==> config.mk <==
export PLATFORM = sky130hd
export DESIGN_NAME = ads_ctrl
export DESIGN_NICKNAME = d
export VERILOG_FILES = /design/src/rtl/ads_pkg.sv /design/src/rtl/ads_ctrl.sv
export SDC_FILE = /design/constraint.sdc
export NUM_CORES = 1
export LEC_CHECK = 0
export ABC_AREA = 1
export BUFFER_PORTS_ARGS = -buffer_cell sky130_fd_sc_hd__buf_4
export CORE_AREA = 4 4 41 43
export CTS_BUF_LIST = sky130_fd_sc_hd__clkbuf_8
export DETAILED_ROUTE_END_ITERATION = 8
export DIE_AREA = 0 0 45 47
export HOLD_SLACK_MARGIN = 0.1
export PLACE_DENSITY = 0.56
export SYNTH_ARGS = -nofsm -noshare
export SYNTH_HDL_FRONTEND = slang
export SYNTH_SLANG_ARGS = --single-unit
==> constraint.sdc <==
create_clock -name clk -period 1.3 [get_ports clk]
set_input_delay 0.13 -clock clk [delete_from_list [all_inputs] [get_ports clk]]
set_output_delay 0.13 -clock clk [all_outputs]
set_load 0.02 [all_outputs]
==> src/rtl/ads_pkg.sv <==
// Shared constants and control types for the area downsample scaler.
`default_nettype none
package ads_pkg;
	localparam int MaxWidth   = 4096;
	localparam int MaxHeight  = 4096;
	localparam int Lanes      = 4;
	localparam int DimW       = 13;
	localparam int AddrW      = 12;
	localparam int PosW       = 25;
	localparam int PartW      = 24;
	localparam int SumW       = 36;
	localparam int QuoW       = 9;
	localparam int DivSteps   = 9;

	localparam logic [2:0] RegSrcWidth  = 3'd0;
	localparam logic [2:0] RegSrcHeight = 3'd1;
	localparam logic [2:0] RegDstWidth  = 3'd2;
	localparam logic [2:0] RegDstHeight = 3'd3;
	localparam logic [2:0] RegFourChan  = 3'd4;

	typedef struct packed {
		logic clr;
		logic load;
		logic mul1;
		logic mul2;
		logic wb;
		logic div;
		logic emit;
		logic adv;
	} ads_cmd_t;

	typedef struct packed {
		logic cfg_hit;
		logic clr_last;
		logic take;
		logic col_done;
		logic row_done;
		logic div_last;
		logic out_full;
	} ads_sts_t;
endpackage
`default_nettype wire

==> src/rtl/ads_ctrl.sv <==
// Sequencer for the area downsample scaler.
`default_nettype none
module ads_ctrl
	import ads_pkg::*;
(
	input  wire logic     clk,
	input  wire logic     arst_n,
	input  wire ads_sts_t sts,
	output ads_cmd_t      cmd,
	output logic          idle
);
	localparam logic [2:0] StClr  = 3'd0;
	localparam logic [2:0] StIdle = 3'd1;
	localparam logic [2:0] StLd   = 3'd2;
	localparam logic [2:0] StMul1 = 3'd3;
	localparam logic [2:0] StMul2 = 3'd4;
	localparam logic [2:0] StWb   = 3'd5;
	localparam logic [2:0] StDiv  = 3'd6;
	localparam logic [2:0] StOut  = 3'd7;

	logic [2:0] state_q, state_d;
	logic       adv_q, adv_d;

	always_comb begin
		state_d = state_q;
		adv_d   = 1'b0;
		cmd     = '0;
		idle    = 1'b0;
		case (state_q)
			StClr: begin
				cmd.clr = 1'b1;
				if (sts.clr_last) state_d = StIdle;
			end
			StIdle: begin
				idle = ~adv_q;
				cmd.adv = adv_q;
				if (!adv_q) begin
					cmd.load = 1'b1;
					if (sts.take) state_d = StLd;
				end
			end
			StLd: state_d = StMul1;
			StMul1: begin
				cmd.mul1 = 1'b1;
				if (sts.col_done) state_d = StMul2;
				else begin
					state_d = StIdle;
					adv_d   = 1'b1;
				end
			end
			StMul2: begin
				cmd.mul2 = 1'b1;
				state_d  = StWb;
			end
			StWb: begin
				cmd.wb = 1'b1;
				if (sts.row_done) state_d = StDiv;
				else begin
					state_d = StIdle;
					adv_d   = 1'b1;
				end
			end
			StDiv: begin
				cmd.div = 1'b1;
				if (sts.div_last) state_d = StOut;
			end
			StOut: begin
				if (!sts.out_full) begin
					cmd.emit = 1'b1;
					state_d  = StIdle;
					adv_d    = 1'b1;
				end
			end
			default: state_d = StClr;
		endcase
		if (sts.cfg_hit) begin
			state_d = StClr;
			adv_d   = 1'b0;
		end
	end

	always_ff @(posedge clk or negedge arst_n) begin
		if (!arst_n) begin
			state_q <= StClr;
			adv_q   <= 1'b0;
		end else begin
			state_q <= state_d;
			adv_q   <= adv_d;
		end
	end
endmodule
`default_nettype wire

Word level (Yosys, flattened, before mapping)
Cells that the tools add are included.
Widths: inputs -> output; s select.
{"block": "totals", "register_bits": 4, "latch_bits": 0, "ramBits": 0, "rom_bits": 0, "memories": 0}
{"block": "classes", "add_sub_neg": 0, "n_mul": 0, "n_div": 0, "order_cmp": 0, "eq_ne": 12, "n_shift": 0, "n_mux": 24, "bitwise": 1, "n_reduce_logical": 2}
{"operator": "$mux 3", "n": 8}
{"operator": "$pmux 3 s8", "n": 1}
{"operator": "$ne 3x3->1 const B", "n": 5}
{"operator": "$mux 1", "n": 14}
{"operator": "$eq 3x3->1 const B", "n": 4}
{"operator": "$eq 3x2->1 const B", "n": 2}
{"operator": "$reduce_and 5->1", "n": 1}
{"operator": "$eq 3x1->1 const B", "n": 1}
{"operator": "$logic_not 3->1", "n": 1}
{"operator": "$pmux 1 s3", "n": 1}
{"operator": "$not 1->1", "n": 1}

Logic depth before layout (Yosys ltp)
Gate-level depths: netlist of run 1.
{"block": "logic_depth", "word_depth": 4, "ltp_mapped": 8, "depth_no_buf": 8}

Worst setup path before layout of run 1
Ideal clock, no wire load.
{"block": "synth_path", "kind": "reg2out", "from": "register state_q[2]", "to": "output cmd[6] in the netlist's numbering", "arrival_ns": 1.265, "required_time_ns": 1.170, "slack_ns": -0.095, "path_stages_with_launch": 6, "path_buffers": 2, "path_cell_list": "dfrtp_1 > buf_6 > nor2_2 > nand2_1 > nor2_1 > buf_4"}
{"element": "from (decl)", "line_no": "ads_ctrl.sv:21", "text": "logic [2:0] state_q, state_d;"}
{"element": "from (signal assigned)", "line_no": "ads_ctrl.sv:84", "text": "state_q <= StClr;"}
{"element": "from (signal assigned)", "line_no": "ads_ctrl.sv:87", "text": "state_q <= state_d;"}
{"element": "to (decl)", "line_no": "ads_ctrl.sv:9", "text": "output ads_cmd_t cmd,"}

==> impl_metrics.toml, run 1 <==
[cells_and_area]
antenna_cells = 0
final_util_pct = 52.1
drive_gt1_share_pct = 47.8
syn_to_final_growth_pct = 65.7
postLayoutCellArea_sq_um = 678
final_nets = 103

[pwr]
pwr-share-seq_pct = 18.7
comb_power_share_pct = 61.3
p_per_area_mw_per_mm2 = 1890
power.internal_uw = 719
switchingPower_uw = 565
power.leakage_uw = 0.000392
swShare_pct = 44.0
clockPowerShare_pct = 20.0
p_total_uw = 1280
ir_drop_uv = 696

[worst_setup_path]
crit_arrival_ns = 1.21
start_kind = "flop"
timing.rr.end = "state_q[0]"
worst_ep_required_time_ns = 1.17
reg2regPathDepth = 8
crit_fanout = 5
endpoint_kind = "output pin"
crit_type = "flop to output pin"
rrSetupSlack_ns = 0.06
r2r_start = "state_q[2]"

[floorplan]
die_width_um = 45
ios = 18
initial_utilization_pct = 31.4
die-area_sq_mm = 0.00212
core_area_sq_mm = 0.00130
die_h_um = 47
fp-row-count = 13

[timing]
post-route-period-util_pct = 103
relSlewSlack_pct = 86.5
tightest_slew_ns = 0.202
hold_viol = 0
fin_setup_tns_ns = -0.0430
post-route-min-period_ns = 1.34
final-max-slew-violation-count = 0
setup_slack_ns = -0.0430
rsz0062_at_grt = "true"
setup_viol = 1
final.setup_skew_ns = 0.00122
hold_slack_ns = 0.247
fmax_ghz = 0.745

[global_routing]
overflow = 0
grt_pass1_wl_um = 1880
grtUsageTotal_pct = 12.4
antenna_found_initial = 0
grt_max_degree = 7
grt_pass1_vias = 477

[clock_tree]
cts_made_buffers = 3
worstSkewPairLatency_ns = 0.21
h-tree-depth = 1
cts_num_sinks = 4
clock_path_buffers = 2
cts.root.buffer_cell = "clkbuf_8"
cts_tree = "done"
clk_pin_slew_ns = 0.03

[placed_design]
gp_congestion = 0.797
dp_hpwl_um = 798
dpl-instance-area_sq_um = 532
io_buffers = 17

[hold_path]
hold_path.class = "primary input to asynchronous set/reset pin"

[drt]
dr.first_iter.drc_count = 4
routed_wl_um = 1160
via_per_inst = 4.66
wl_per_cell_um = 10.8
dr.pass1.iters = 4
drc = 0
num_vias = 499
detail-route-antenna-nets = 0

[run_status]
status = "finished with violations"
violations = "negative setup slack"

[job]
max_cap_viol_count = 0

[synthesis]
ys_seq_area_share_pct = 24.5
avgSynthCellArea_sq_um = 6.20
ys_types = 18
synth_fp_nets = 75
syn_area_sq_um = 409
syn_inst = 66
ys_seq_elements = 4
yosys_warnings = 0
[flip-flops by register name (all words and copies together), names as in the netlist]
signal / count
adv_q: 1
state_q: 3
[layout make-up]
type | instances | area [sq um]
Inverter | 10 | 40.0
Tap cell | 15 | 18.8
Fill cell | 141 | 623
Clock buffer | 3 | 41.3
Multi-Input combinational cell | 48 | 258
Sequential cell | 4 | 104
Timing Repair Buffer | 27 | 216
[Yosys cell counts]
cell       n  share of area [%]
dfrtp_1    4                 24
nand2_1   17                 16
inv_2      1               0.92
nand4_1    2                3.1
nand3b_1   1                1.8
or2_1      1                1.5
inv_1      9                8.3
nor3_1     1                1.2
buf_6      1                2.8
nand3_2    2                4.9
nand2_2    3                4.6
o21ai_1    1                1.2
nor2_4     1                2.8
a21oi_1    1                1.2
nand3_1    8                9.8
buf_4      3                5.5
nor2_1     8                7.3
nor2_2     2                3.1
[logic make-up after synthesis]
| logic type | after synthesis | share of synthesized area, % |
|---|---|---|
| and+or+nand+nor | 46 | 55.7 |
| DFF | 4 | 24.5 |
| buffers and inverters | 14 | 17.4 |
| AOI/OAI and AO/OA | 2 | 2.44 |
[per-layer routing]
| metal | vias up | GRT usage (%) | wire length (um) |
|---|---|---|---|
| li1 | 256 | - | - |
| met1 | 229 | 13.8 | 499 |
| met2 | 14 | 21.2 | 600 |
| met3 | 0 | 2.68 | 57 |
| met4 | 0 | 8.19 | 0 |
| met5 | - | 0 | 0 |
[cell usage in the layout, fill, tap and decap left out]
cell           instances
nand3_1                8
dfrtp_1                1
inv_4                  1
nand3b_1               1
or2_1                  1
buf_6                  3
buf_4                 23
inv_1                  9
nor2_4                 3
nand2_2                4
dfrtp_2                3
dlygate4sd3_1          1
o21ai_1                1
nor2_2                 1
a21oi_1                1
nor3_2                 1
clkbuf_8               3
nor2_1                 7
nand4_1                2
nand2_1               16
nand3_2                2
[worst max-delay path: stages, from the launching register on]
cell and delay, ns:
dfrtp_2 0.46, nor2_4 0.15, buf_4 0.13, nand2_2 0.06
inv_1 0.07, buf_4 0.14
[through the flow]
stage / worst slack [ns] / cells
3_3_place_gp: 0.0270 / 95
6_report: -0.0430 / 107
4_1_cts: 0.00797 / 106
2_1_floorplan: 0.0177 / 66
5_1_grt: -0.101 / 107
3_5_place_dp: 0.0465 / 95
[power groups by stage]
stage	combinational, uW	clock (uW)	sequential [uW]
after floorplan	502	0	171
after global routing	865	276	244
after CTS	746	259	230
after detailed placement	580	0	240
final	787	256	240
after global placement	578	0	240
[worst max-delay path by stage]
stage | from | end | depth (start not counted)
6_report | state_q[2] | cmd[7] | 5
5_1_grt | state_q[2] | cmd[7] | 5
4_1_cts | state_q[2] | idle | 4
3_5_place_dp | state_q[1] | idle | 4
3_3_place_gp | state_q[1] | state_q[2] | 7
2_1_floorplan | state_q[2] | cmd[6] | 5
[what timing repair did]
| action | 4_1_cts | 5_1_grt |
|---|---|---|
| setup buffers | 7 | 1 |
| hold buffers | 1 | 0 |
| pin swaps | 1 | 1 |
| setup endpoints to repair | 8 | 9 |
| endpoints found under the hold margin | 4 | 0 |
| gates resized for setup | 6 | 5 |
Note: power is estimated with default switching activity, not from simulation.
==> inputs of run 2 (changes only) <==
Settings changed: RECOVER_POWER set to 100.
==> run 2 against run 1 <==
  * The flow still finishes with violations (negative setup slack)
  * Critical endpoint unchanged
  * Design area shrank 0.55%
  * Sequential cell count is the same
  * Worst setup slack is the same
  * Clock power is essentially flat
  * Non-clock buffer count is the same
  * Power shrank 0.11%
  * Largest power group unchanged
  * Clock skew is essentially flat
==> impl_metrics.toml, run 2 (same netlist as run 1, synthesis figures left out) <==
[run_status]
status = "finished with violations"
violations = "negative setup slack"

[worst_setup_path]
cp-startpoint = "state_q[2]"
crit_fanout = 5
critPathMaxStageDelay_ns = 0.46
path_buf_inv = 3
start_kind = "flop"
cp_top_family = "flip-flops"
crit_arrival_ns = 1.21
crit_slowest_cell = "dfrtp_2"
rrSetupSlack_ns = 0.06
path_common_cell = "buf_4"
worst_ep_required_time_ns = 1.17
timing.rr.end = "state_q[0]"
r2r_start = "state_q[2]"
crit_type = "flop to output pin"
cp_cell_sequence = "nor2_4, buf_4, nand2_2, inv_1, buf_4"
endpoint_kind = "output pin"
reg2regPathDepth = 8

[placed_design]
place_ws_ns = 0.0465
gp_congestion = 0.797
dp_hpwl_um = 798
dp_cells = 95
io_buffers = 17

[cells_and_area]
layout_common_cells = "buf_4, nand2_1, inv_1, nand3_1, nor2_1"
n_fill_cell = 143
syn_to_final_growth_pct = 64.8
layout_commonest_cell = "buf_4"
drive_gt1_share_pct = 46.7
largest_reg_flops = 3
final_nets = 103
reg.largest.list = "state_q (3), adv_q (1)"
fin_cells = 107
antenna_cells = 0
regMostFlops = "state_q"

[timing]
final.setup_skew_ns = 0.00122
final-max-slew-violation-count = 0
setup_viol = 1
post-route-period-util_pct = 103
setup_slack_ns = -0.0430
hold_slack_ns = 0.249
hold_viol = 0
relSlewSlack_pct = 86.5
post-route-min-period_ns = 1.34
rsz0062_at_grt = "true"
fmax_ghz = 0.745
tightest_slew_ns = 0.202

[clock_tree]
cts_num_sinks = 4
h-tree-depth = 1
cts_tree = "done"
clock_path_buffers = 2
worstSkewPairLatency_ns = 0.21
clk_pin_slew_ns = 0.03
cts.root.buffer_cell = "clkbuf_8"
cts_made_buffers = 3

[job]
max_cap_viol_count = 0

[drt]
drc = 0
wl_per_cell_um = 10.8
detail-route-antenna-nets = 0
via_per_inst = 4.66
num_vias = 499
routed_wl_um = 1160
dr.first_iter.drc_count = 4
dr.pass1.iters = 4

[floorplan]
die_h_um = 47
die_width_um = 45
die-area_sq_mm = 0.00212
fp-row-count = 13
core_area_sq_mm = 0.00130
ios = 18
initial_utilization_pct = 31.4

[hold_path]
whs_endpoint = "state_q[1]"
whs_path_depth = 4
hold_path.class = "primary input to flop"
hold_start = "sts[6]"

[pwr]
power.leakage_uw = 0.000388
p_per_area_mw_per_mm2 = 1900
ir_drop_uv = 696
p_total_uw = 1280

[global_routing]
grtUsageTotal_pct = 12.4
antenna_found_initial = 0
overflow = 0
grt_max_degree = 7
grt_pass1_vias = 477
grt_pass1_wl_um = 1880
## run 2: final cells by class
class	instances	area, sq um	area share, %
repair buffers	27	213	31.5
well taps	15	18.8	2.78
flip-flops and latches	4	104	15.4
clock buffers	3	41.3	6.12
inverters	10	40.0	5.94
multi-input cells	48	258	38.2
## run 2: what timing repair did
item,in CTS,in global routing
endpoints found under the hold margin,4,0
endpoints found under the setup margin,8,9
setup buffers,7,1
pin swaps,1,1
gates cloned,0,0
hold buffers,1,0
resized for setup,6,5
## run 2: worst max path at each step
stage	to	cells after the start
after CTS	idle	4
after detailed placement	idle	4
after global placement	state_q[2]	7
after floorplan	cmd[6]	5
after global routing	cmd[7]	5
final	cmd[7]	5
## run 2: per-stage QoR
| stage | area (sq um) | utilization, % | setup TNS (ns) |
|---|---|---|---|
| 2_1_floorplan | 412 | - | 0 |
| 3_3_place_gp | 532 | 40.9 | 0 |
| 3_5_place_dp | 532 | 40.9 | 0 |
| 4_1_cts | 651 | 50.0 | 0 |
| 5_1_grt | 674 | 51.8 | -0.293 |
| 6_report | 674 | 51.8 | -0.0430 |
## run 2: worst register-to-register path, cell delays in order, from the launching register on
cell and delay [ns]:
dfrtp_2 0.44, nor2_4 0.07, buf_4 0.14, nand2_2 0.07
nor2_1 0.05, nor2_1 0.15, nand2_2 0.08, nand3_1 0.07
nand2_1 0.06
## run 2: where the power goes
group,switching [uW],internal [uW],total (uW),leakage (uW)
clock,59.2,197,256,0.0000216
sequential,76.4,164,240,0.0000497
combinational,429,357,786,0.000317
total,565,717,1280,0.000388
## run 2: routing by layer
layer  vias to the layer above  track usage, %  routed length (um)
met5                         -               0                   0
met4                         0            8.19                   0
met3                         0            2.68                  57
met2                        14            21.2                 600
met1                       229            13.8                 500
li1                        256               -                   -
